--- src/rtl/core/olb_pkg.sv ---
package olb_pkg;

  localparam int OP_W       = 2;
  localparam int POS_W      = 5;
  localparam int VALUE_W    = 32;
  localparam int STATUS_W   = 2;
  localparam int DATA_OUT_W = 32;
  localparam int OUT_IDX_W  = 4;
  localparam int OUT_CNT_W  = 5;

  typedef enum logic [OP_W-1:0] {
    OP_INSERT = 2'd0,
    OP_DELETE = 2'd1,
    OP_UPDATE = 2'd2,
    OP_SEARCH = 2'd3
  } op_t;

  typedef enum logic [STATUS_W-1:0] {
    ST_OK        = 2'd0,
    ST_BAD_POS   = 2'd1,
    ST_FULL      = 2'd2,
    ST_NOT_FOUND = 2'd3
  } status_t;

  typedef enum logic [1:0] {
    S_IDLE,
    S_SEARCH
  } state_t;

  // broadcast to every cell of the row
  typedef struct packed {
    logic ins;
    logic del;
    logic upd;
    logic load;
    logic shift;
  } cell_ctrl_t;

endpackage

--- src/rtl/core/olb_if.sv ---
interface olb_req_if;
  import olb_pkg::*;

  logic                      valid;
  logic                      ready;
  op_t                       op;
  logic [POS_W-1:0]          position;
  logic signed [VALUE_W-1:0] value;

  modport source (output valid, output op, output position, output value, input ready);
  modport sink (input valid, input op, input position, input value, output ready);
endinterface

interface olb_rsp_if;
  import olb_pkg::*;

  logic                         valid;
  logic                         ready;
  status_t                      status;
  logic signed [DATA_OUT_W-1:0] data;
  logic [OUT_IDX_W-1:0]         found_index;
  logic [OUT_CNT_W-1:0]         entry_count_out;

  modport source (output valid, output status, output data, output found_index,
                  output entry_count_out, input ready);
  modport sink (input valid, input status, input data, input found_index,
                input entry_count_out, output ready);
endinterface

--- src/rtl/core/olb_cell.sv ---
module olb_cell #(
  parameter int IDX        = 0,
  parameter int DATA_WIDTH = 32,
  parameter int PW         = 5,
  parameter int CNTW       = 5
) (
  input  logic                   clk,
  input  olb_pkg::cell_ctrl_t    ctrl,
  input  logic [PW-1:0]          pos,
  input  logic [CNTW-1:0]        cnt,
  input  logic [DATA_WIDTH-1:0]  key,
  input  logic [DATA_WIDTH-1:0]  left_val,
  input  logic [DATA_WIDTH-1:0]  right_val,
  input  logic                   right_flag,
  output logic [DATA_WIDTH-1:0]  val,
  output logic                   flag,
  output logic [DATA_WIDTH-1:0]  sel_val
);

  // 1-based list position held by this cell
  localparam logic [PW-1:0] MY = PW'(IDX + 1);

  always_ff @(posedge clk) begin
    if (ctrl.ins && (MY > pos)) begin
      val <= left_val;
    end else if ((ctrl.ins || ctrl.upd) && (MY == pos)) begin
      val <= key;
    end else if (ctrl.del && (MY >= pos)) begin
      val <= right_val;
    end
  end

  // match flags load in parallel, then drain toward cell 0 one step a cycle
  always_ff @(posedge clk) begin
    if (ctrl.load) begin
      flag <= (val == key) && (MY <= PW'(cnt));
    end else if (ctrl.shift) begin
      flag <= right_flag;
    end
  end

  assign sel_val = (MY == pos) ? val : '0;

endmodule

--- src/rtl/core/ordered_list_buffer.sv ---
// Ordered list of up to DEPTH values held in a row of cells, one entry per cell.
// Insert, delete and update act on every cell at once; a new item is taken
// every cycle as long as the result register is emptied and no search is running.
// Search first loads a match flag in every cell, then shifts the flags one cell
// per cycle toward the head of the row; the request side is held until a hit
// reaches cell 0 or the scan reaches the entry count, and the output register is free.
// Results leave through a single output register; stored values are DATA_WIDTH
// bits wide, the key is zero-extended or truncated to that width and returned
// data is zero-extended or truncated to 32 bits.
module ordered_list_buffer #(
  parameter int DEPTH      = 16,
  parameter int DATA_WIDTH = 32
) (
  input logic        clk,
  input logic        rst,
  olb_req_if.sink    req,
  olb_rsp_if.source  rsp
);
  import olb_pkg::*;

  localparam int CNTW = $clog2(DEPTH + 1);
  localparam int PW   = (CNTW > POS_W) ? CNTW : POS_W;

  state_t                  state, state_next;
  logic [CNTW-1:0]         count, count_next;
  logic [CNTW-1:0]         idx, idx_next;
  logic [DATA_WIDTH-1:0]   key_reg, key_next;
  cell_ctrl_t              ctrl;

  logic                    out_valid;
  status_t                 out_status;
  logic [DATA_OUT_W-1:0]   out_data;
  logic [OUT_IDX_W-1:0]    out_index;
  logic [OUT_CNT_W-1:0]    out_count;

  logic                    res_load;
  status_t                 res_status;
  logic [DATA_OUT_W-1:0]   res_data;
  logic [OUT_IDX_W-1:0]    res_index;

  logic                    out_free;
  logic                    in_fire;
  logic                    scan_done;
  logic [PW-1:0]           pos_w;
  logic [PW-1:0]           cnt_w;
  logic [DATA_WIDTH-1:0]   key_in;
  logic                    ins_pos_ok;
  logic                    pos_ok;
  logic                    full;
  logic [DATA_WIDTH-1:0]   sel_or;

  logic [DATA_WIDTH-1:0]   elem       [DEPTH];
  logic                    flag       [DEPTH];
  logic [DATA_WIDTH-1:0]   sel_val    [DEPTH];
  logic [DATA_WIDTH-1:0]   left_val   [DEPTH];
  logic [DATA_WIDTH-1:0]   right_val  [DEPTH];
  logic                    right_flag [DEPTH];

  for (genvar g = 0; g < DEPTH; g++) begin : g_cell
    if (g == 0) begin : g_head
      assign left_val[g] = '0;
    end else begin : g_body
      assign left_val[g] = elem[g-1];
    end
    if (g == DEPTH - 1) begin : g_tail
      assign right_val[g]  = elem[g];
      assign right_flag[g] = 1'b0;
    end else begin : g_inner
      assign right_val[g]  = elem[g+1];
      assign right_flag[g] = flag[g+1];
    end

    olb_cell #(
      .IDX        (g),
      .DATA_WIDTH (DATA_WIDTH),
      .PW         (PW),
      .CNTW       (CNTW)
    ) u_cell (
      .clk        (clk),
      .ctrl       (ctrl),
      .pos        (pos_w),
      .cnt        (count),
      .key        (key_in),
      .left_val   (left_val[g]),
      .right_val  (right_val[g]),
      .right_flag (right_flag[g]),
      .val        (elem[g]),
      .flag       (flag[g]),
      .sel_val    (sel_val[g])
    );
  end

  // at most one cell drives a nonzero selected value
  always_comb begin
    sel_or = '0;
    for (int i = 0; i < DEPTH; i++) begin
      sel_or = sel_or | sel_val[i];
    end
  end

  assign out_free   = !out_valid || rsp.ready;
  assign in_fire    = req.valid && req.ready;
  assign scan_done  = flag[0] || (idx == count);
  assign pos_w      = PW'(req.position);
  assign cnt_w      = PW'(count);
  assign key_in     = DATA_WIDTH'($unsigned(req.value));
  assign ins_pos_ok = (pos_w != '0) && ((pos_w - PW'(1)) <= cnt_w);
  assign pos_ok     = (pos_w != '0) && (pos_w <= cnt_w);
  assign full       = (count == CNTW'(DEPTH));

  always_comb begin
    state_next = state;
    unique case (state)
      S_IDLE: begin
        if (in_fire && (req.op == OP_SEARCH)) begin
          state_next = S_SEARCH;
        end
      end
      S_SEARCH: begin
        if (scan_done && out_free) begin
          state_next = S_IDLE;
        end
      end
      default: state_next = S_IDLE;
    endcase
  end

  always_comb begin
    ctrl       = '0;
    count_next = count;
    idx_next   = idx;
    key_next   = key_reg;
    res_load   = 1'b0;
    res_status = ST_OK;
    res_data   = '0;
    res_index  = '0;
    req.ready  = 1'b0;
    unique case (state)
      S_IDLE: begin
        req.ready = out_free && !rst;
        if (in_fire) begin
          unique case (req.op)
            OP_INSERT: begin
              res_load = 1'b1;
              priority if (!ins_pos_ok) begin
                res_status = ST_BAD_POS;
              end else if (full) begin
                res_status = ST_FULL;
              end else begin
                ctrl.ins   = 1'b1;
                count_next = count + CNTW'(1);
              end
            end
            OP_DELETE: begin
              res_load = 1'b1;
              if (!pos_ok) begin
                res_status = ST_BAD_POS;
              end else begin
                ctrl.del   = 1'b1;
                count_next = count - CNTW'(1);
                res_data   = DATA_OUT_W'(sel_or);
              end
            end
            OP_UPDATE: begin
              res_load = 1'b1;
              if (!pos_ok) begin
                res_status = ST_BAD_POS;
              end else begin
                ctrl.upd = 1'b1;
              end
            end
            OP_SEARCH: begin
              ctrl.load = 1'b1;
              idx_next  = '0;
              key_next  = key_in;
            end
            default: ;
          endcase
        end
      end
      S_SEARCH: begin
        if (scan_done) begin
          if (out_free) begin
            res_load = 1'b1;
            if (flag[0]) begin
              res_data  = DATA_OUT_W'(key_reg);
              res_index = OUT_IDX_W'(idx);
            end else begin
              res_status = ST_NOT_FOUND;
            end
          end
        end else begin
          ctrl.shift = 1'b1;
          idx_next   = idx + CNTW'(1);
        end
      end
      default: ;
    endcase
  end

  always_ff @(posedge clk) begin
    if (rst) begin
      state     <= S_IDLE;
      count     <= '0;
      out_valid <= 1'b0;
    end else begin
      state <= state_next;
      count <= count_next;
      if (res_load) begin
        out_valid <= 1'b1;
      end else if (rsp.ready) begin
        out_valid <= 1'b0;
      end
    end
  end

  always_ff @(posedge clk) begin
    idx     <= idx_next;
    key_reg <= key_next;
    if (res_load) begin
      out_status <= res_status;
      out_data   <= res_data;
      out_index  <= res_index;
      out_count  <= OUT_CNT_W'(count_next);
    end
  end

  assign rsp.valid           = out_valid;
  assign rsp.status          = out_status;
  assign rsp.data            = out_data;
  assign rsp.found_index     = out_index;
  assign rsp.entry_count_out = out_count;

`ifndef SYNTHESIS
  a_count_bound: assert property (@(posedge clk) disable iff (rst)
    count <= CNTW'(DEPTH))
    else $error("entry count above depth");

  a_ctrl_onehot: assert property (@(posedge clk) disable iff (rst)
    $onehot0(ctrl))
    else $error("more than one cell command at once");

  a_scan_bound: assert property (@(posedge clk) disable iff (rst)
    (state == S_SEARCH) |-> (idx <= count))
    else $error("search scan ran past the list");

  a_count_source: assert property (@(posedge clk) disable iff (rst)
    (!$past(rst) && (count != $past(count))) |-> $past(in_fire))
    else $error("entry count changed without an accepted item");
`endif

endmodule
--- src/flat_wrapper.sv ---
// flat-port wrapper written by rule: the top's interface ports become plain ports
module ordered_list_buffer_flat import olb_pkg::*;
#(
  parameter int DEPTH      = 16,
  parameter int DATA_WIDTH = 32
)
  (clk, rst, req_valid, req_op, req_position, req_value, req_ready, rsp_valid, rsp_status, rsp_data, rsp_found_index, rsp_entry_count_out, rsp_ready);
  olb_req_if req_i ();
  olb_rsp_if rsp_i ();
  input logic clk;
  input logic rst;
  input wire logic [$bits(req_i.valid)-1:0] req_valid;
  input wire logic [$bits(req_i.op)-1:0] req_op;
  input wire logic [$bits(req_i.position)-1:0] req_position;
  input wire logic [$bits(req_i.value)-1:0] req_value;
  output wire logic [$bits(req_i.ready)-1:0] req_ready;
  output wire logic [$bits(rsp_i.valid)-1:0] rsp_valid;
  output wire logic [$bits(rsp_i.status)-1:0] rsp_status;
  output wire logic [$bits(rsp_i.data)-1:0] rsp_data;
  output wire logic [$bits(rsp_i.found_index)-1:0] rsp_found_index;
  output wire logic [$bits(rsp_i.entry_count_out)-1:0] rsp_entry_count_out;
  input wire logic [$bits(rsp_i.ready)-1:0] rsp_ready;
  assign req_i.valid = req_valid;
  assign req_i.op = req_op;
  assign req_i.position = req_position;
  assign req_i.value = req_value;
  assign req_ready = req_i.ready;
  assign rsp_valid = rsp_i.valid;
  assign rsp_status = rsp_i.status;
  assign rsp_data = rsp_i.data;
  assign rsp_found_index = rsp_i.found_index;
  assign rsp_entry_count_out = rsp_i.entry_count_out;
  assign rsp_i.ready = rsp_ready;
  ordered_list_buffer #(.DEPTH(DEPTH), .DATA_WIDTH(DATA_WIDTH)) u_core (.clk(clk), .rst(rst), .req(req_i), .rsp(rsp_i));
endmodule
--- config.mk ---
export PLATFORM = sky130hd
export DESIGN_NAME = ordered_list_buffer_flat
export DESIGN_NICKNAME = d
export VERILOG_FILES = /design/src/rtl/core/olb_pkg.sv /design/src/rtl/core/olb_if.sv /design/src/rtl/core/olb_cell.sv /design/src/rtl/core/ordered_list_buffer.sv /design/src/flat_wrapper.sv
export SDC_FILE = /design/constraint.sdc
export NUM_CORES = 2
export LEC_CHECK = 0
export BUFFER_PORTS_ARGS = -buffer_cell sky130_fd_sc_hd__buf_2
export CAP_MARGIN = 20
export CORE_MARGIN = 4
export CORE_UTILIZATION = 25
export DETAILED_ROUTE_END_ITERATION = 10
export SLEW_MARGIN = 10
export SYNTH_ARGS = -nofsm -noshare
export SYNTH_HDL_FRONTEND = slang
export SYNTH_HIERARCHICAL = 1
export SYNTH_SLANG_ARGS = --single-unit
--- constraint.sdc ---
create_clock -name clk -period 11.7 [get_ports clk]
set_input_delay 2.925 -clock clk [delete_from_list [all_inputs] [get_ports clk]]
set_output_delay 2.925 -clock clk [all_outputs]
set_load 0.005 [all_outputs]
# ---- Yosys cells after proc, flatten, opt, wreduce, memory -nomap -nowiden
# Index checks and enable logic that the tools add are counted.
dict set report word_totals {
  romBits 0
  ram_bits 0
  wordCells 396
  latchBits 0
  in_bits 43
  mem_count 0
  reg_bits 616
  out_inout_bits 45
}
dict set report classes {
  n_lt_le_gt_ge 49
  div 0
  n_eq_ne 43
  mul 0
  shifts 0
  n_addsub 4
  n_reduce_logical 102
  muxes 142
  n_bitwise 15
}
# op count
set op_table {}
lappend op_table {{$mux 32} 68}
lappend op_table {{$eq 32x32->1} 16}
lappend op_table {{$or 32x32->32} 15}
lappend op_table {{$logic_and 1x1->1} 69}
lappend op_table {{$pmux 32 s2} 1}
lappend op_table {{$mux 1} 49}
lappend op_table {{$reduce_bool 3->1} 14}
lappend op_table {{$eq 4x5->1 const A} 8}
lappend op_table {{$ge 4x5->1 const A} 8}
lappend op_table {{$gt 4x5->1 const A} 8}
lappend op_table {{$le 4x5->1 const A} 8}
lappend op_table {{$mux 5} 8}
lappend op_table {{$eq 3x5->1 const A} 4}
lappend op_table {{$ge 3x5->1 const A} 4}
lappend op_table {{$gt 3x5->1 const A} 4}
lappend op_table {{$le 3x5->1 const A} 4}
lappend op_table {{$pmux 5 s2} 2}
lappend op_table {{$mux 2} 8}
lappend op_table {{$pmux 2 s2} 3}
lappend op_table {{$add 5x1->5 const B} 2}
lappend op_table {{$eq 2x5->1 const A} 2}
lappend op_table {{$ge 2x5->1 const A} 2}
lappend op_table {{$gt 2x5->1 const A} 2}
lappend op_table {{$le 2x5->1 const A} 2}
lappend op_table {{other kinds (27)} 44}

# ---- Longest topological paths before layout
dict set report logic_depth {
  depth_word 21
  mapped_depth 16
  mapped_depth_nobuf 15
}

# ---- Cells and area by module
# Netlist, hierarchy kept.
# mod seq_area_each_um2 area_each_um2 cells_each n_inst
set by_module_without_submodules {}
lappend by_module_without_submodules {ordered_list_buffer 2542.4 5012.3 448 1}
lappend by_module_without_submodules {{olb_cell at u_core.g_cell[8].u_cell} 991.0 2546.2 203 1}
lappend by_module_without_submodules {{olb_cell at u_core.g_cell[10].u_cell} 991.0 2451.1 231 1}
lappend by_module_without_submodules {{olb_cell at u_core.g_cell[3].u_cell} 991.0 2362.3 233 1}
lappend by_module_without_submodules {{olb_cell at u_core.g_cell[15].u_cell} 991.0 2356.0 231 1}
lappend by_module_without_submodules {{olb_cell at u_core.g_cell[1].u_cell} 991.0 2352.3 230 1}
lappend by_module_without_submodules {{olb_cell at u_core.g_cell[7].u_cell} 991.0 2348.5 231 1}
lappend by_module_without_submodules {{olb_cell at u_core.g_cell[13].u_cell} 991.0 2347.3 230 1}
lappend by_module_without_submodules {{olb_cell at u_core.g_cell[14].u_cell} 991.0 2344.7 229 1}
lappend by_module_without_submodules {{olb_cell at u_core.g_cell[4].u_cell} 991.0 2343.5 235 1}
lappend by_module_without_submodules {{olb_cell at u_core.g_cell[9].u_cell} 991.0 2336.0 232 1}
lappend by_module_without_submodules {{olb_cell at u_core.g_cell[2].u_cell} 991.0 2334.7 231 1}
lappend by_module_without_submodules {{olb_cell at u_core.g_cell[6].u_cell} 991.0 2327.2 230 1}
lappend by_module_without_submodules {{olb_cell at u_core.g_cell[0].u_cell} 991.0 2319.7 231 1}
lappend by_module_without_submodules {{3 more rows} -- -- -- --}

# ---- Worst setup path before layout
# Ideal clock, no wire load.
dict set report synth_timing {
  kind {input port to flip-flop}
  startpoint {input port req_position[0]}
  endpoint {register u_core.g_cell[11].u_cell.val[0] (enable)}
  setup_slack_ps 1619
  arrival_ps 9600
  required_time_ps 11219
  path_buffers 0
  cell_stages 11
  setup_time_ps 481
  path_cell_list {inv_1 -> ha_1 -> nand2b_1 -> or3_4 -> nand2_1 -> ha_1 -> a21oi_1 -> a31oi_4 -> nor3_1 -> a311oi_1 -> a311oi_1}
}
# item line_no
set synth_lines {}
lappend synth_lines {{from (decl)} flat_wrapper.sv:14} ;# input wire logic [$bits(req_i.position)-1:0] req_position;
lappend synth_lines {{to (signal assigned)} olb_cell.sv:25} ;# val <= left_val;
lappend synth_lines {{to (signal assigned)} olb_cell.sv:27} ;# val <= key;
lappend synth_lines {{to (signal assigned)} olb_cell.sv:29} ;# val <= right_val;
lappend synth_lines {{to (decl)} olb_cell.sv:15} ;# output logic [DATA_WIDTH-1:0] val,

==> run summary <==
Via density - 5.20
Post-Layout Cell Count - 6467
worst-path cell chain - buf_4 > buf_4 > or3_4 > nand2_1 > ha_1 > a21oi_1 > a31oi_4 > nor3_2 > buf_4 > nor3b_4 > buf_4 > nor2_4 > nand2_1 > buf_4
crit-path leading delay family - buffers and inverters
Most common cell on crit path - buf_4
area leader, netlist - edfxtp_1
Initial DRC Count - 4269
Setup crit end kind - flip-flop
pin count of the biggest net entering global routing - 70
post-CTS setup buffer count - 0
max FFs per register - 512
hpwl dp - 117000 um
DRT Pass-1 Iters - 6
CP Data Required Time - 11990 ps
clk_skew - 28.4 ps
register area - 18400 um^2
Synth area leaders - edfxtp_1 43%, mux2i_1 11%, xor2_1 9.0%, and2_1 5.9%, nor4_1 3.5%
Synth Cell Area - 42600 um^2
placed cells - 6327
Clock transition at path regs - 60 ps
die width - 421 um
RR Startpoint - u_core/cnt_w[4]$_SDFF_PP0_
unrepaired setup endpoints after global routing - false
Skew-Pair Late Insertion Delay - 640 ps
Final Critical Period - 7190 ps
fill count - 17600
Yosys cell types - 86
peak supply drop - 0.102 mV
DRC viols - 0
CTS tree - yes
CORE AREA - 169000 um^2
Crit path largest cell delay - 510 ps
PwrDens - 114 nW/um^2
Inserted Clock Buffers - 75
Placement Rows - 151
WP data arrival - 7480 ps
Async SR Flop Fraction - 0%
f_max - 139 MHz
CTS Buffer Depth - 3
relative slew slack - 11.3%
wire length per cell - 24.7 um
outcome - finished, final reports clean
Post-synth EDFFs - 608
vias in the first global route - 32000
WL met3 - 13900 um
top_reg_cell synth - edfxtp_1
Seq/Total Area, Yosys - 43.2%
min-delay src - u_core/g_cell[12].u_cell/flag$_DFFE_PP_
share of layout cells above drive strength 1 - 12.4%
Post-Syn Instances - 4113
CP Launch Point - req_position[4]
Initial Util - 25.1%
cts hold-fix bufs - 0
Syn. warnings - 6
Boundary Pins - 88
area grow syn2layout - 12.9%
LEAKAGE - 17.0 nW
die height - 421 um
Slowest cell on crit path - buf_4
depth of the CTS H-tree - 3
Post-CTS Resized - 0
Critical path buffers and inverters - 5
total track usage - 17.4%
Metal-1 WL - 68800 um
Setup-failing EPs final - 0
initial antenna violation count - 5
max_cap viols - 0
Num Clock Sinks - 615
Seq cells post-synth - 615
multi-input combinational cell area - 22900 um^2
Least-Margin Pin Slew - 1320 ps
GP Congestion - 0.949
min-delay worst type - flip-flop to flip-flop
final wirelength - 160000 um
Clk Tree Root Cell - clkbuf_16
Die ar. - 177000 um^2
max-slew violation count - 0
Post-DRT Antenna Nets - 0
crit start category - input port
period utilisation layout - 61.4%
critical path class - input port to flip-flop
top-area cell type share of the netlist area - 42.8%
worst-path fanout max - 52
number of port buffers - 87
average cell area after synthesis - 10.4 um^2
Setup TNS Final - 0 ps
Final Hold Viols - 0
met2 wire length - 70500 um
nets - 4252
first-pass GRT wire length - 229000 um
Via Count - 33600
grt total ovfl - 0
max layer used - met5
## Yosys cell counts (6+ instances only)
cell,number
nor2_1,293
nand4_1,75
a21oi_1,235
buf_2,41
nor3_1,25
xor2_1,436
clkbuf_1,120
a21o_1,34
nand2b_1,18
nor4_1,235
o21ai_2,41
nor4_4,8
and2_1,399
o21ai_1,139
dfxtp_1,7
edfxtp_1,608
a31oi_1,6
a21oi_2,37
buf_12,11
buf_1,13
ha_1,18
buf_8,6
o21ai_0,26
nand2_1,287
a22o_4,28
and3_2,7
o22ai_1,9
or2_2,17
nor2b_1,6
buf_6,37
mux2i_1,449
and3_1,126
nand3_1,34
a22o_1,36
o31ai_1,14
a22oi_1,34
inv_1,19
xnor2_1,82
## per-layer routing
layer	GRT usage [%]	vias to the layer above
met2	26.8	1682
met4	6.47	2
met1	24.7	16500
met5	0	-
li1	-	15200
met3	2.52	256
## metrics by stage
step	total power, mW	setup WS (ps)	cell area, um^2	utilization (%)	hold slack [ps]
finish	5.47	4510	48100	28.4	531
CTS	5.50	4050	48100	28.4	532
global placement	2.96	3460	45500	26.8	511
detailed placement	2.96	3410	45500	26.8	518
global route	5.61	4230	48100	28.4	550
floorplan	2.70	1620	42700	-	503
## layout make-up
class	instances	share of cell area (%)
Antenna cell	1	0.00520
Clock buffer	86	4.10
Clock inverter	48	1.30
Inverter	21	0.192
Multi-Input combinational cell	3276	47.7
Sequential cell	615	38.2
Tap cell	2218	5.77
Timing Repair Buffer	202	2.72
## worst register-to-register path, cell delays in order, from the launching register on
cell and delay [ps]:
dfxtp_1 300, buf_4 400, inv_1 250, ha_1 390, a21oi_1 360, a31oi_4 190
nor3_2 180, buf_4 470, nor3b_4 280, buf_4 480, nor2_4 300, nand2_1 130
buf_4 400
## power breakdown
part	leakage (nW)	total (mW)	switching, mW	internal, mW
Sequential	5.56	2.46	0.0277	2.43
Clock	1.26	2.55	1.01	1.54
Combinational	10.2	0.466	0.329	0.137
## layout by cell type (no fill, tap or decap), drive strengths merged, types with 37 or more instances in the layout
cell type | netlist | routed
a21oi | 272 | 272
a22o | 64 | 64
and2 | 401 | 401
and3 | 133 | 133
buf | 111 | 202
clkbuf | 122 | 86
edfxtp | 608 | 608
mux2i | 449 | 449
nand2 | 288 | 288
nand3 | 37 | 37
nand4 | 75 | 75
nor2 | 297 | 297
nor4 | 244 | 244
o21ai | 206 | 206
xnor2 | 82 | 82
xor2 | 436 | 436
## cells by family (layout without fill, tap and decap cells)
logic type	after synthesis	count (layout)	synth area share, %
other	1	34	0.00880
DFF	615	615	43.2
AOI/OAI and AO/OA	683	683	11.0
xor gates and xnor gates	518	518	10.6
adders and majority gates	18	18	0.529
muxes	449	449	10.5
and+or+nand+nor	1575	1575	20.5
buffers and inverters	254	357	3.65
## worst paths after layout
check                                              to  cells past startpoint  slack, ps
max          u_core/g_cell[8].u_cell/val[8]$_DFFE_PP_                     14       4510
min           u_core/g_cell[11].u_cell/flag$_DFFE_PP_                      2        530
max reg2reg  u_core/g_cell[8].u_cell/val[8]$_DFFE_PP_                     12       7180
min reg2reg   u_core/g_cell[11].u_cell/flag$_DFFE_PP_                      2        530
Note: power is estimated with default switching activity, not from simulation.
